[config.mk]
export PLATFORM = sky130hd
export DESIGN_NAME = hbbc_front
export DESIGN_NICKNAME = d
export VERILOG_FILES = /design/src/rtl/core/hbbc_pkg.sv /design/src/rtl/core/hbbc_front.sv
export SDC_FILE = /design/constraint.sdc
export NUM_CORES = 1
export LEC_CHECK = 0
export ABC_AREA = 1
export BUFFER_PORTS_ARGS = -buffer_cell sky130_fd_sc_hd__buf_4
export CAP_MARGIN = 20
export CORE_ASPECT_RATIO = 1.1
export CORE_MARGIN = 1
export CORE_UTILIZATION = 49
export CTS_CLUSTER_SIZE = 12
export DETAILED_ROUTE_END_ITERATION = 10
export PLACE_DENSITY = 0.7
export SLEW_MARGIN = 20
export SYNTH_ARGS = -nofsm -noshare
export SYNTH_HDL_FRONTEND = slang
export SYNTH_SLANG_ARGS = --single-unit
[constraint.sdc]
create_clock -name clk -period 19.18 [get_ports clk]
set_clock_uncertainty 0.05 [all_clocks]
set_input_delay 1.918 -clock clk [delete_from_list [all_inputs] [get_ports clk]]
set_output_delay 1.918 -clock clk [all_outputs]
set_load 0.01 [all_outputs]
[src/rtl/core/hbbc_pkg.sv]
// Package for the hashed block buffer cache: sizes, command and status codes,
// and the records for commands (front end to back end) and for results.
// No dependencies.
package hbbc_pkg;

  localparam int unsigned NumBuffersDefault = 32;
  localparam int unsigned NumBucketsDefault = 13;

  localparam logic [1:0] CMD_GET     = 2'd0;
  localparam logic [1:0] CMD_RELEASE = 2'd1;
  localparam logic [1:0] CMD_PIN     = 2'd2;
  localparam logic [1:0] CMD_UNPIN   = 2'd3;

  localparam logic [1:0] ST_OK       = 2'd0;
  localparam logic [1:0] ST_NO_FREE  = 2'd1;
  localparam logic [1:0] ST_COUNT    = 2'd2;

  localparam logic [7:0] COUNT_MAX   = 8'hFF;

  typedef struct packed {
    logic [1:0]  command;
    logic [7:0]  device;
    logic [31:0] block_number;
    logic [4:0]  buffer_index;
    logic [31:0] now_tick;
    logic [3:0]  home;
  } cmd_t;

  typedef struct packed {
    logic [4:0] granted_buffer;
    logic       was_hit;
    logic       needs_read;
    logic [1:0] status;
  } res_t;

endpackage

[src/rtl/core/hbbc_front.sv]
// Front end: accepts transactions, reduces the block number to its home bucket
// four bits per cycle with a reciprocal multiplication, and queues the command.
// Depends on hbbc_pkg.
module hbbc_front #(
  parameter int unsigned NUM_BUCKETS = hbbc_pkg::NumBucketsDefault
) (
  input  logic              clk,
  input  logic              rst_n,
  input  logic              in_valid,
  output logic              in_ready,
  input  logic [1:0]        in_command,
  input  logic [7:0]        in_device,
  input  logic [31:0]       in_block_number,
  input  logic [4:0]        in_buffer_index,
  input  logic [31:0]       in_now_tick,
  output logic              q_valid,
  input  logic              q_ready,
  output hbbc_pkg::cmd_t    q_data
);
  import hbbc_pkg::*;

  localparam logic [7:0]  Nb   = 8'(NUM_BUCKETS);
  localparam logic [16:0] RMul = 17'((65536 + NUM_BUCKETS - 1) / NUM_BUCKETS);

  logic        busy_r, busy_nxt;
  logic [3:0]  step_r, step_nxt;
  logic [3:0]  rem_r, rem_nxt;
  cmd_t        cur_r, cur_nxt;
  logic        fifo_full;
  logic        push;
  logic [4:0]  sel;
  logic [7:0]  acc;
  logic [24:0] prod;
  logic [7:0]  quo;
  logic [7:0]  red;

  cmd_t        fifo_r [2];
  logic        wp_r, rp_r;
  logic [1:0]  cnt_r;

  assign in_ready  = !busy_r;
  assign fifo_full = (cnt_r == 2'd2);
  assign push      = busy_r && (step_r == 4'd8) && !fifo_full;
  assign sel       = 5'd28 - {step_r[2:0], 2'b00};
  assign acc       = {rem_r, cur_r.block_number[sel +: 4]};
  assign prod      = 25'(acc) * 25'(RMul);
  assign quo       = prod[23:16];
  assign red       = acc - quo * Nb;

  always_comb begin
    busy_nxt = busy_r;
    step_nxt = step_r;
    rem_nxt  = rem_r;
    cur_nxt  = cur_r;
    if (!busy_r) begin
      if (in_valid) begin
        busy_nxt              = 1'b1;
        step_nxt              = 4'd0;
        rem_nxt               = '0;
        cur_nxt.command       = in_command;
        cur_nxt.device        = in_device;
        cur_nxt.block_number  = in_block_number;
        cur_nxt.buffer_index  = in_buffer_index;
        cur_nxt.now_tick      = in_now_tick;
        cur_nxt.home          = '0;
      end
    end else if (step_r != 4'd8) begin
      rem_nxt  = red[3:0];
      step_nxt = step_r + 4'd1;
      if (step_r == 4'd7) begin
        cur_nxt.home = red[3:0];
      end
    end else if (push) begin
      busy_nxt = 1'b0;
    end
  end

  always_ff @(posedge clk) begin
    if (!rst_n) begin
      busy_r <= 1'b0;
      step_r <= '0;
      wp_r   <= 1'b0;
      rp_r   <= 1'b0;
      cnt_r  <= '0;
    end else begin
      busy_r <= busy_nxt;
      step_r <= step_nxt;
      if (push) begin
        wp_r <= !wp_r;
      end
      if (q_valid && q_ready) begin
        rp_r <= !rp_r;
      end
      cnt_r <= cnt_r + {1'b0, push} - {1'b0, q_valid && q_ready};
    end
    rem_r <= rem_nxt;
    cur_r <= cur_nxt;
    if (push) begin
      fifo_r[wp_r] <= cur_r;
    end
  end

  assign q_valid = (cnt_r != 2'd0);
  assign q_data  = fifo_r[rp_r];

endmodule

==> metrics.yaml, run 1 <==
clock_network:
  htreeDepth: 1
  worstSkewPairLatency_ns: 0.51
  root_buffer: "clkbuf_16"
  ctsResizeCount: 0
  post-cts-setup-buffers: 0
  clk_pin_slew_ns: 0.06
  cts_buffers: 26
  clock_tree.buffer_depth: 3
  clock-sinks: 263
  tritoncts: "built"
  cts_hold_buf: 0
worst_setup_path:
  required_ns: 19.39
  crit_path_max_incr_delay_ns: 0.85
  endpoint_kind: "register"
  reg2reg_to: "rem_r[3]"
  rrSetupSlack_ns: 12.13
  cp_common_cell: "nand2_1"
  path_buf_inv: 5
  crit_arrival_ns: 7.26
  start_kind: "register"
  reg2reg_depth: 34
  worstPathMaxFanout: 19
  crit_family: "adder cells"
  worst_path_max_delay_cell: "dfxtp_1"
  critPathKind: "register to register"
  cp.depth: 34
  rr_startpoint: "step_r[0]"
floorplanning:
  dieArea_um2: 23300
  initial_core_util_pct: 50.2
  ios: 168
  die_h_um: 160
  num_rows: 57
  die_x_um: 146
  core_area_um2: 22200
synth:
  synth_compound_area_share_pct: 2.61
  synth_area_per_cell_um2: 16.3
  ys_top_cells_by_area: "edfxtp_1 (68%), mux2_2 (8.4%), ha_1 (5.6%)"
  syn_nets: 841
  yosys_most_used_dff: "edfxtp_1"
  ys_ff_latch: 263
  synth-adder-area-share_pct: 9.93
  synth_top_family_by_area: "adder cells"
  synth-edff-count: 253
  synth_area_um2: 11100
  synth.largest_area_cell: "edfxtp_1"
  ys_seq_area_share_pct: 70.0
  yosysWarnings: 0
  syn-instance-count: 684
  synthTopCellsByCount: "edfxtp_1 (253), mux2_2 (83), inv_1 (74)"
  synth_xor_area_share_pct: 0.674
  synthSimpleGateAreaFrac_pct: 5.01
  yosysUniqueCellTypes: 40
  yosysMostFrequentCell: "edfxtp_1"
  yosys.area.top_type_share_pct: 68.2
  synthMuxAreaShare_pct: 8.39
  ys_async_sr_fraction_pct: 0
sta:
  rsz0062_at_grt: "false"
  timing.final.crit_share_pct: 36.8
  hold_violations: 0
  report.final.slew_viol_count: 0
  min_period_ns: 7.05
  fmax_mhz: 142
  setup_viol: 0
  setup-tns-final_ns: 0
  worst_pin_slew_ns: 1.03
  slew_headroom_pct: 31.3
drt:
  drtIter0Drc: 367
  postRouteAntennaNets: 0
  wl_per_cell_um: 18.1
  routed_wirelength_mm: 21.4
  viasPerCell: 5.09
  dr.pass1.iters: 5
  vias: 6027
  drc: 0
layout:
  fillerInstances: 1683
  antenna_cells_inserted: 0
  layout-drive-gt1-share_pct: 35.1
  syn2layout_area_growth_pct: 21.4
  nets: 1028
worst_hold_path:
  min_delay_path_depth: 0
  min-delay-start: "cur_r[0]"
  holdPathEnd: "fifo_r[1][0]"
  min_path_type: "register to register"
global_route:
  antenna_found_initial: 0
  overflow: 0
  grt_usage_pct: 18.5
  first_global_vias: 6193
  grt_max_degree: 74
  grt_pass1_wl_mm: 33.3
outcome:
  status: "finished clean"
placement:
  io_buffers: 167
  place_congestion: 0.881
  dp_hpwl_mm: 14.7
flow_run:
  max-cap-violations: 0
cell usage in the layout (no fill, tap or decap), drive strengths merged:
| cell type | count |
|---|---|
| a211oi | 1 |
| a21boi | 1 |
| a21o | 3 |
| a21oi | 15 |
| a221oi | 1 |
| and3 | 1 |
| buf | 172 |
| bufinv | 1 |
| clkbuf | 45 |
| clkinv | 2 |
| dfxtp | 10 |
| edfxtp | 253 |
| fa | 24 |
| ha | 50 |
| inv | 75 |
| mux2 | 83 |
| nand2 | 58 |
| nand3 | 20 |
| nand3b | 2 |
| nand4 | 3 |
| nor2 | 29 |
| nor3 | 1 |
| nor4 | 1 |
| o211ai | 4 |
| o21ai | 23 |
| o21bai | 1 |
| o22ai | 2 |
| or2 | 2 |
| xnor2 | 1 |
| xnor3 | 1 |
| xor2 | 5 |
per-layer routing:
| metal | vias to the layer above | track usage [%] | wire length (um) |
|---|---|---|---|
| li1 | 2852 | - | - |
| met1 | 2968 | 23.1 | 8490 |
| met2 | 170 | 33.1 | 11200 |
| met3 | 37 | 2.57 | 1210 |
| met4 | 0 | 6.12 | 565 |
| met5 | - | 0 | 0 |
area by class of cell:
type / count / area [um^2] / area share (%)
Sequential cell: 263 / 7800 / 57.7
Timing Repair Buffer: 172 / 1290 / 9.55
Clock buffer: 45 / 753 / 5.57
Inverter: 76 / 294 / 2.17
Multi-Input combinational cell: 332 / 2980 / 22.0
Tap cell: 295 / 369 / 2.73
Clock inverter: 2 / 33.8 / 0.250
how the worst max path moves through the flow:
| stage | startpoint | end | slack (ns) |
|---|---|---|---|
| after global routing | step_r[0] | cur_r[3] | 11.56 |
| after global placement | step_r[0] | cur_r[3] | 12.36 |
| after CTS | step_r[0] | cur_r[3] | 12.14 |
| final | step_r[0] | rem_r[3] | 12.13 |
| after floorplan | step_r[0] | cur_r[3] | 13.01 |
| after detailed placement | step_r[0] | cur_r[3] | 12.17 |
worst reg2reg max path: cells and delay by family, from the launching register on:
kind                       cells  cell delay, ns
DFF                            1            0.85
and+or+nand+nor               17            1.60
AOI/OAI and AO/OA              3            0.47
adders and majority gates      8            3.24
buffers and inverters          5            0.35
xor gates and xnor gates       1            0.25
state kept, by name (all words and copies together), names as in the netlist, named ones only:
register	flops
step_r	4
cnt_r	2
fifo_r	166
rem_r	4
rp_r	1
wp_r	1
cur_r	83
busy_r	1
logic make-up after synthesis:
| logic type | Yosys count |
|---|---|
| and+or+nand+nor | 117 |
| adders and majority gates | 74 |
| muxes | 83 |
| AOI/OAI and AO/OA | 51 |
| DFF | 263 |
| xor gates and xnor gates | 7 |
| buffers and inverters | 89 |
stage by stage:
step | area [um^2] | hold slack (ns) | utilization, % | instances | setup slack (ns)
after floorplan | 11100 | 0.371 | - | 684 | 13.01
after global placement | 12700 | 0.372 | 57.4 | 1138 | 12.36
after detailed placement | 12700 | 0.379 | 57.4 | 1138 | 12.17
after CTS | 13500 | 0.388 | 61.0 | 1185 | 12.14
after global routing | 13500 | 0.390 | 61.0 | 1185 | 11.56
final | 13500 | 0.385 | 61.0 | 1185 | 12.13
Power of run 1 is not shown: default switching activity piles up to over one toggle a cycle in this logic, so the estimate is an artifact.
==> run 2: changes to the inputs <==
==> constraint.sdc (replaced) <==
create_clock -name clk -period 6.71 [get_ports clk]
set_clock_uncertainty 0.05 [all_clocks]
set_input_delay 0.671 -clock clk [delete_from_list [all_inputs] [get_ports clk]]
set_output_delay 0.671 -clock clk [all_outputs]
set_load 0.01 [all_outputs]
==> run 2 against run 1 <==
- register-to-register slack got worse by 12 ns
- critical path depth rose by 3
- worst setup slack got worse by 12 ns
- routed wire length fell by 0.58%
- flip-flop and latch count did not move
- sequential share of layout area fell by 0.59 points
- largest cell class unchanged
==> metrics.yaml, run 2 (synthesis results as in run 1) <==
outcome:
  status: "finished clean"  # unchanged
placement:
  io_buffers: 167  # unchanged
  dp.cells: 1143  # was 1138
  dp_hpwl_mm: 14.4  # was 14.7 mm
  place_congestion: 0.868  # was 0.881
clock_network:
  htreeDepth: 1  # unchanged
  worstSkewPairLatency_ns: 0.50  # was 0.51 ns
  tritoncts: "built"  # unchanged
  cts_buffers: 26  # unchanged
  clk_pin_slew_ns: 0.06  # about the same
  clock_tree.buffer_depth: 3  # unchanged
  clock-sinks: 263  # unchanged
  root_buffer: "clkbuf_16"  # unchanged
  cts_hold_buf: 0  # unchanged
global_route:
  grt_usage_pct: 18.5  # about the same
  grt_pass1_wl_mm: 33.6  # was 33.3 mm
  antenna_found_initial: 0  # unchanged
  grt_max_degree: 80  # was 74
  first_global_vias: 6177  # was 6193
  overflow: 0  # unchanged
worst_setup_path:
  endpoint_kind: "register"  # unchanged
  crit_path_max_incr_delay_ns: 0.53  # was 0.85 ns
  crit_arrival_ns: 6.61  # was 7.26 ns
  cp_common_cell: "nand2_1"  # unchanged
  critPathKind: "register to register"  # unchanged
  cp.depth: 37  # was 34
  path_buf_inv: 9  # was 5
  start_kind: "register"  # unchanged
  reg2reg_depth: 37  # was 34
  rr_startpoint: "step_r[0]"  # unchanged
  worst_path_max_delay_cell: "fa_1"  # was dfxtp_1
  reg2reg_to: "rem_r[3]"  # unchanged
  rrSetupSlack_ns: 0.31  # was 12.13 ns
  crit_family: "adder cells"  # unchanged
  worstPathMaxFanout: 7  # was 19
  required_ns: 6.92  # was 19.39 ns
sta:
  fmax_mhz: 156  # was 142 MHz
  timing.final.crit_share_pct: 95.3  # was 36.8%
  report.final.slew_viol_count: 0  # unchanged
  min_period_ns: 6.40  # was 7.05 ns
  worst_pin_slew_ns: 1.03  # about the same
  setup_viol: 0  # unchanged
  slew_headroom_pct: 31.5  # was 31.3%
  hold_violations: 0  # unchanged
drt:
  postRouteAntennaNets: 0  # unchanged
  drc: 0  # unchanged
  viasPerCell: 5.05  # was 5.09
  routed_wirelength_mm: 21.3  # was 21.4 mm
  vias: 6018  # was 6027
  wl_per_cell_um: 17.9  # was 18.1 um
  drtIter0Drc: 368  # was 367
  dr.pass1.iters: 5  # unchanged
worst_hold_path:
  holdPathEnd: "cur_r[79]"  # was fifo_r[1][0]
  min_delay_path_depth: 1  # was 0
  min_path_type: "primary input to register"  # was register to register
  min-delay-start: "in_device[6]"  # was cur_r[0]
floorplanning:
  ios: 168  # unchanged
  dieArea_um2: 23300  # unchanged
  die_h_um: 160  # unchanged
  core_area_um2: 22200  # unchanged
  initial_core_util_pct: 50.2  # unchanged
  num_rows: 57  # unchanged
  die_x_um: 146  # unchanged
layout:
  largest_reg_flops: 166  # unchanged
  nets: 1039  # was 1028
  fillerInstances: 1674  # was 1683
  final_cell_mix: "edfxtp_1 (253), buf_4 (179), mux2_2 (83)"  # was edfxtp_1 (253), buf_4 (172), mux2_2 (83)
  layout-drive-gt1-share_pct: 37.0  # was 35.1%
  multiInputGateArea_um2: 3040  # was 2980 um^2
  syn2layout_area_growth_pct: 22.7  # was 21.4%
  antenna_cells_inserted: 0  # unchanged
  reg.largest.list: "fifo_r x166, cur_r x83"  # unchanged
  instances_no_fill: 1192  # was 1185
  mostFrequentLayoutCell: "edfxtp_1"  # unchanged
  regArea_um2: 7800  # about the same
  top_register: "fifo_r"  # unchanged
flow_run:
  max-cap-violations: 0  # unchanged
## run 2: worst max path at each step
stage,to,slack (ns),startpoint
6_report,rem_r[3],0.31,step_r[0]
5_1_grt,rem_r[3],-0.04,step_r[0]
4_1_cts,rem_r[3],0.17,step_r[1]
3_5_place_dp,rem_r[3],0.21,step_r[1]
3_3_place_gp,cur_r[3],0.34,step_r[1]
2_1_floorplan,cur_r[3],0.54,step_r[0]
## run 2: layer usage
metal / part of all wire (%) / up-vias / track usage, % / wire length (um)
li1: - / 2866 / - / -
met1: 42 / 2973 / 24.6 / 8930
met2: 51 / 162 / 32.1 / 10900
met3: 5.4 / 17 / 2.54 / 1150
met5: 0 / - / 0 / 0
met4: 1.6 / 0 / 4.93 / 338
## run 2: final cells by class
| class | count | share of cell area (%) |
|---|---|---|
| Sequential cell | 263 | 57.1 |
| Multi-Input combinational cell | 332 | 22.2 |
| Timing Repair Buffer | 183 | 10.2 |
| Clock buffer | 41 | 5.33 |
| Tap cell | 295 | 2.70 |
| Inverter | 76 | 2.15 |
| Clock inverter | 2 | 0.247 |
## run 2: through the flow
stage / instance area, um^2 / hold slack [ns] / util [%] / setup WS [ns] / TNS (ns)
after CTS: 13500 / 0.271 / 61.0 / 0.174 / 0
final: 13700 / 0.289 / 61.6 / 0.314 / 0
after floorplan: 11100 / 0.371 / - / 0.540 / 0
after detailed placement: 12800 / 0.380 / 57.6 / 0.206 / 0
after global placement: 12800 / 0.372 / 57.6 / 0.343 / 0
after global routing: 13700 / 0.262 / 61.6 / -0.0374 / -0.0744
## run 2: what timing repair did
action / 4_1_cts / 5_1_grt
endpoints found under the setup margin: 0 / 4
resized for setup: 0 / 15
hold endpoints to repair: 0 / 0
buffers inserted: 0 / 6
Power of run 2 is left out for the same reason.
==> run 3: changes to the inputs <==
--- a/config.mk
+++ b/config.mk
@@ -5,15 +5,16 @@
 export SDC_FILE = /design/constraint.sdc
 export NUM_CORES = 1
 export LEC_CHECK = 0
-export ABC_AREA = 1
 export BUFFER_PORTS_ARGS = -buffer_cell sky130_fd_sc_hd__buf_4
 export CAP_MARGIN = 20
+export CELL_PAD_IN_SITES_DETAIL_PLACEMENT = 1
+export CELL_PAD_IN_SITES_GLOBAL_PLACEMENT = 1
 export CORE_ASPECT_RATIO = 1.1
 export CORE_MARGIN = 1
-export CORE_UTILIZATION = 49
+export CORE_UTILIZATION = 48
 export CTS_CLUSTER_SIZE = 12
 export DETAILED_ROUTE_END_ITERATION = 10
-export PLACE_DENSITY = 0.7
+export PLACE_DENSITY_LB_ADDON = 0.1
 export SLEW_MARGIN = 20
 export SYNTH_ARGS = -nofsm -noshare
 export SYNTH_HDL_FRONTEND = slang
==> run 3 against run 2 <==
- critical endpoint is now cur_r[3]
- cell count fell by 4.9%
- global-route usage increased by 1.8 points
- first-iteration DRC count down 24%
- count of clock-buffer cells in the layout rose by 2
- synthesized cell count decreased by 12%
- via count fell by 3.4%
- register-to-register slack got worse by 0.29 ns
- critical path type unchanged
- maximum frequency fell by 4.3%
- worst hold slack worse by 0.040 ns
==> metrics.yaml, run 3 <==
outcome:
  status: "finished clean"  # unchanged
floorplanning:
  core_area_um2: 22300  # was 22200 um^2
  initial_core_util_pct: 49.4  # was 50.2%
  num_rows: 57  # unchanged
  die_x_um: 146  # about the same
  die_h_um: 161  # was 160 um
  ios: 168  # unchanged
  dieArea_um2: 23500  # was 23300 um^2
synth:
  synthTopCellsByCount: "edfxtp_1 (253), mux2_2 (83), inv_1 (53)"  # was edfxtp_1 (253), mux2_2 (83), inv_1 (74)
  synth_area_um2: 11000  # was 11100 um^2
  ys_ff_latch: 263  # unchanged
  synth-edff-count: 253  # unchanged
  synth_area_per_cell_um2: 18.4  # was 16.3 um^2
  yosysMostFrequentCell: "edfxtp_1"  # unchanged
  yosysUniqueCellTypes: 41  # was 40
  syn-instance-count: 599  # was 684
  yosys_most_used_dff: "edfxtp_1"  # unchanged
  yosysWarnings: 0  # unchanged
  ys_seq_area_share_pct: 70.9  # was 70.0%
  yosys.area.top_type_share_pct: 69.0  # was 68.2%
  synth.largest_area_cell: "edfxtp_1"  # unchanged
  ys_top_cells_by_area: "edfxtp_1 (69%), mux2_2 (8.5%), ha_1 (5.7%)"  # was edfxtp_1 (68%), mux2_2 (8.4%), ha_1 (5.6%)
  syn_nets: 756  # was 841
  ys_async_sr_fraction_pct: 0  # unchanged
layout:
  largest_reg_flops: 166  # unchanged
  nets: 975  # was 1039
  top_register: "fifo_r"  # unchanged
  syn2layout_area_growth_pct: 25.4  # was 22.7%
  fin_util_pct: 62.0  # was 61.6%
  mostFrequentLayoutCell: "edfxtp_1"  # unchanged
  reg.largest.list: "fifo_r x166, cur_r x83"  # unchanged
  antenna_cells_inserted: 0  # unchanged
  final_cell_mix: "edfxtp_1 (253), buf_4 (199), mux2_2 (83)"  # was edfxtp_1 (253), buf_4 (179), mux2_2 (83)
  layout-drive-gt1-share_pct: 43.2  # was 37.0%
worst_setup_path:
  endpoint_kind: "register"  # unchanged
  crit_arrival_ns: 6.94  # was 6.61 ns
  critPathKind: "register to register"  # unchanged
  required_ns: 6.96  # was 6.92 ns
  start_kind: "register"  # unchanged
  worst_path_max_delay_cell: "mux4_2"  # was fa_1
  reg2reg_depth: 25  # was 37
  worstPathMaxFanout: 6  # was 7
  crit_path_max_incr_delay_ns: 0.50  # was 0.53 ns
sta:
  timing.final.crit_share_pct: 99.6  # was 95.3%
  slew_headroom_pct: 37.0  # was 31.5%
  holdWs_ns: 0.248  # was 0.289 ns
  setup-tns-final_ns: 0  # unchanged
  worst_pin_slew_ns: 0.944  # was 1.03 ns
  report.final.slew_viol_count: 0  # unchanged
  setup_viol: 0  # unchanged
  hold_violations: 0  # unchanged
  min_period_ns: 6.69  # was 6.40 ns
  rsz0062_at_grt: "true"
  fmax_mhz: 150  # was 156 MHz
drt:
  wl_per_cell_um: 20.8  # was 17.9 um
  routed_wirelength_mm: 23.5  # was 21.3 mm
  drc: 0  # unchanged
  drtIter0Drc: 280  # was 368
  vias: 5811  # was 6018
  postRouteAntennaNets: 0  # unchanged
  viasPerCell: 5.13  # was 5.05
  dr.pass1.iters: 4  # was 5
flow_run:
  max-cap-violations: 0  # unchanged
clock_network:
  htreeDepth: 1  # unchanged
  clock_tree.buffer_depth: 3  # unchanged
  worstSkewPairLatency_ns: 0.54  # was 0.50 ns
  clock-sinks: 263  # unchanged
  cts_hold_buf: 0  # unchanged
  root_buffer: "clkbuf_16"  # unchanged
  tritoncts: "built"  # unchanged
  clk_pin_slew_ns: 0.06  # about the same
  cts_buffers: 27  # was 26
global_route:
  antenna_found_initial: 0  # unchanged
  grt_max_degree: 80  # unchanged
  overflow: 0  # unchanged
  grt_pass1_wl_mm: 36.2  # was 33.6 mm
  first_global_vias: 6427  # was 6177
  grt_usage_pct: 20.3  # was 18.5%
worst_hold_path:
  min_path_type: "primary input to register"  # unchanged
  min_delay_path_depth: 1  # unchanged
placement:
  io_buffers: 167  # unchanged
  place_congestion: 0.855  # was 0.868
  dp_hpwl_mm: 16.4  # was 14.4 mm
==> run 3: routing by layer <==
metal,up-vias,wire [um],track usage [%],part of all wire (%)
met1,2946,9590,25.6,41
met2,147,12600,36.7,53
li1,2687,-,-,-
met4,0,435,5.54,1.8
met3,31,966,2.64,4.1
met5,-,0,0,0
==> run 3: logic make-up (layout without fill, tap and decap cells) <==
family | Yosys count | in the layout | share of synthesized area, %
AO/OA/AOI/OAI | 35 | 35 | 2.46
XOR/XNOR | 15 | 15 | 1.51
buffers and inverters | 65 | 304 | 2.29
adder cells (fa/ha/maj) | 74 | 74 | 10.1
AND/OR/NAND/NOR | 51 | 51 | 2.35
multiplexers | 96 | 96 | 10.5
flip-flops | 263 | 263 | 70.9
==> run 3: final cells by class <==
type,instances,area [um^2]
fill,2032,8450
sequential,263,7800
multi-input combinational,271,3100
timing repair buffer,202,1530
clock buffer,43,756
tap,295,369
inverter,53,200
clock inverter,6,41.3
==> run 3: critical path: cells and delay by family (launching register included) <==
kind,cells,cell delay [ns]
adder cells (fa/ha/maj),7,2.66
AO/OA/AOI/OAI,7,1.09
multiplexers,2,0.79
XOR/XNOR,4,0.75
flip-flops,1,0.38
buffers and inverters,3,0.36
AND/OR/NAND/NOR,2,0.34
==> run 3: path summary, 6_finish.rpt <==
| check | from | endpoint | slack, ns |
|---|---|---|---|
| max | step_r[0] | cur_r[3] | 0.02 |
| min | in_command[1] | cur_r[82] | 0.25 |
| max reg2reg | step_r[0] | cur_r[3] | 0.02 |
| min reg2reg | cur_r[18] | fifo_r[1][18] | 0.39 |
==> run 3: timing repair <==
| action | CTS | global route |
|---|---|---|
| hold endpoints to repair | 0 | 0 |
| resized for setup | 18 | 6 |
| endpoints found under the setup margin | 2 | 2 |
| pin swaps | 13 | 9 |
| buffers inserted | 6 | 2 |
==> run 3: stage by stage <==
stage               instance area (um^2)  cells  setup slack [ns]
global placement                   12900   1076            -0.108
global route                       13800   1133            -0.219
floorplan                          11100    599           0.00820
finish                             13800   1133            0.0242
CTS                                13700   1131           -0.0462
detailed placement                 12900   1076            -0.296
Power of run 3 is left out for the same reason.
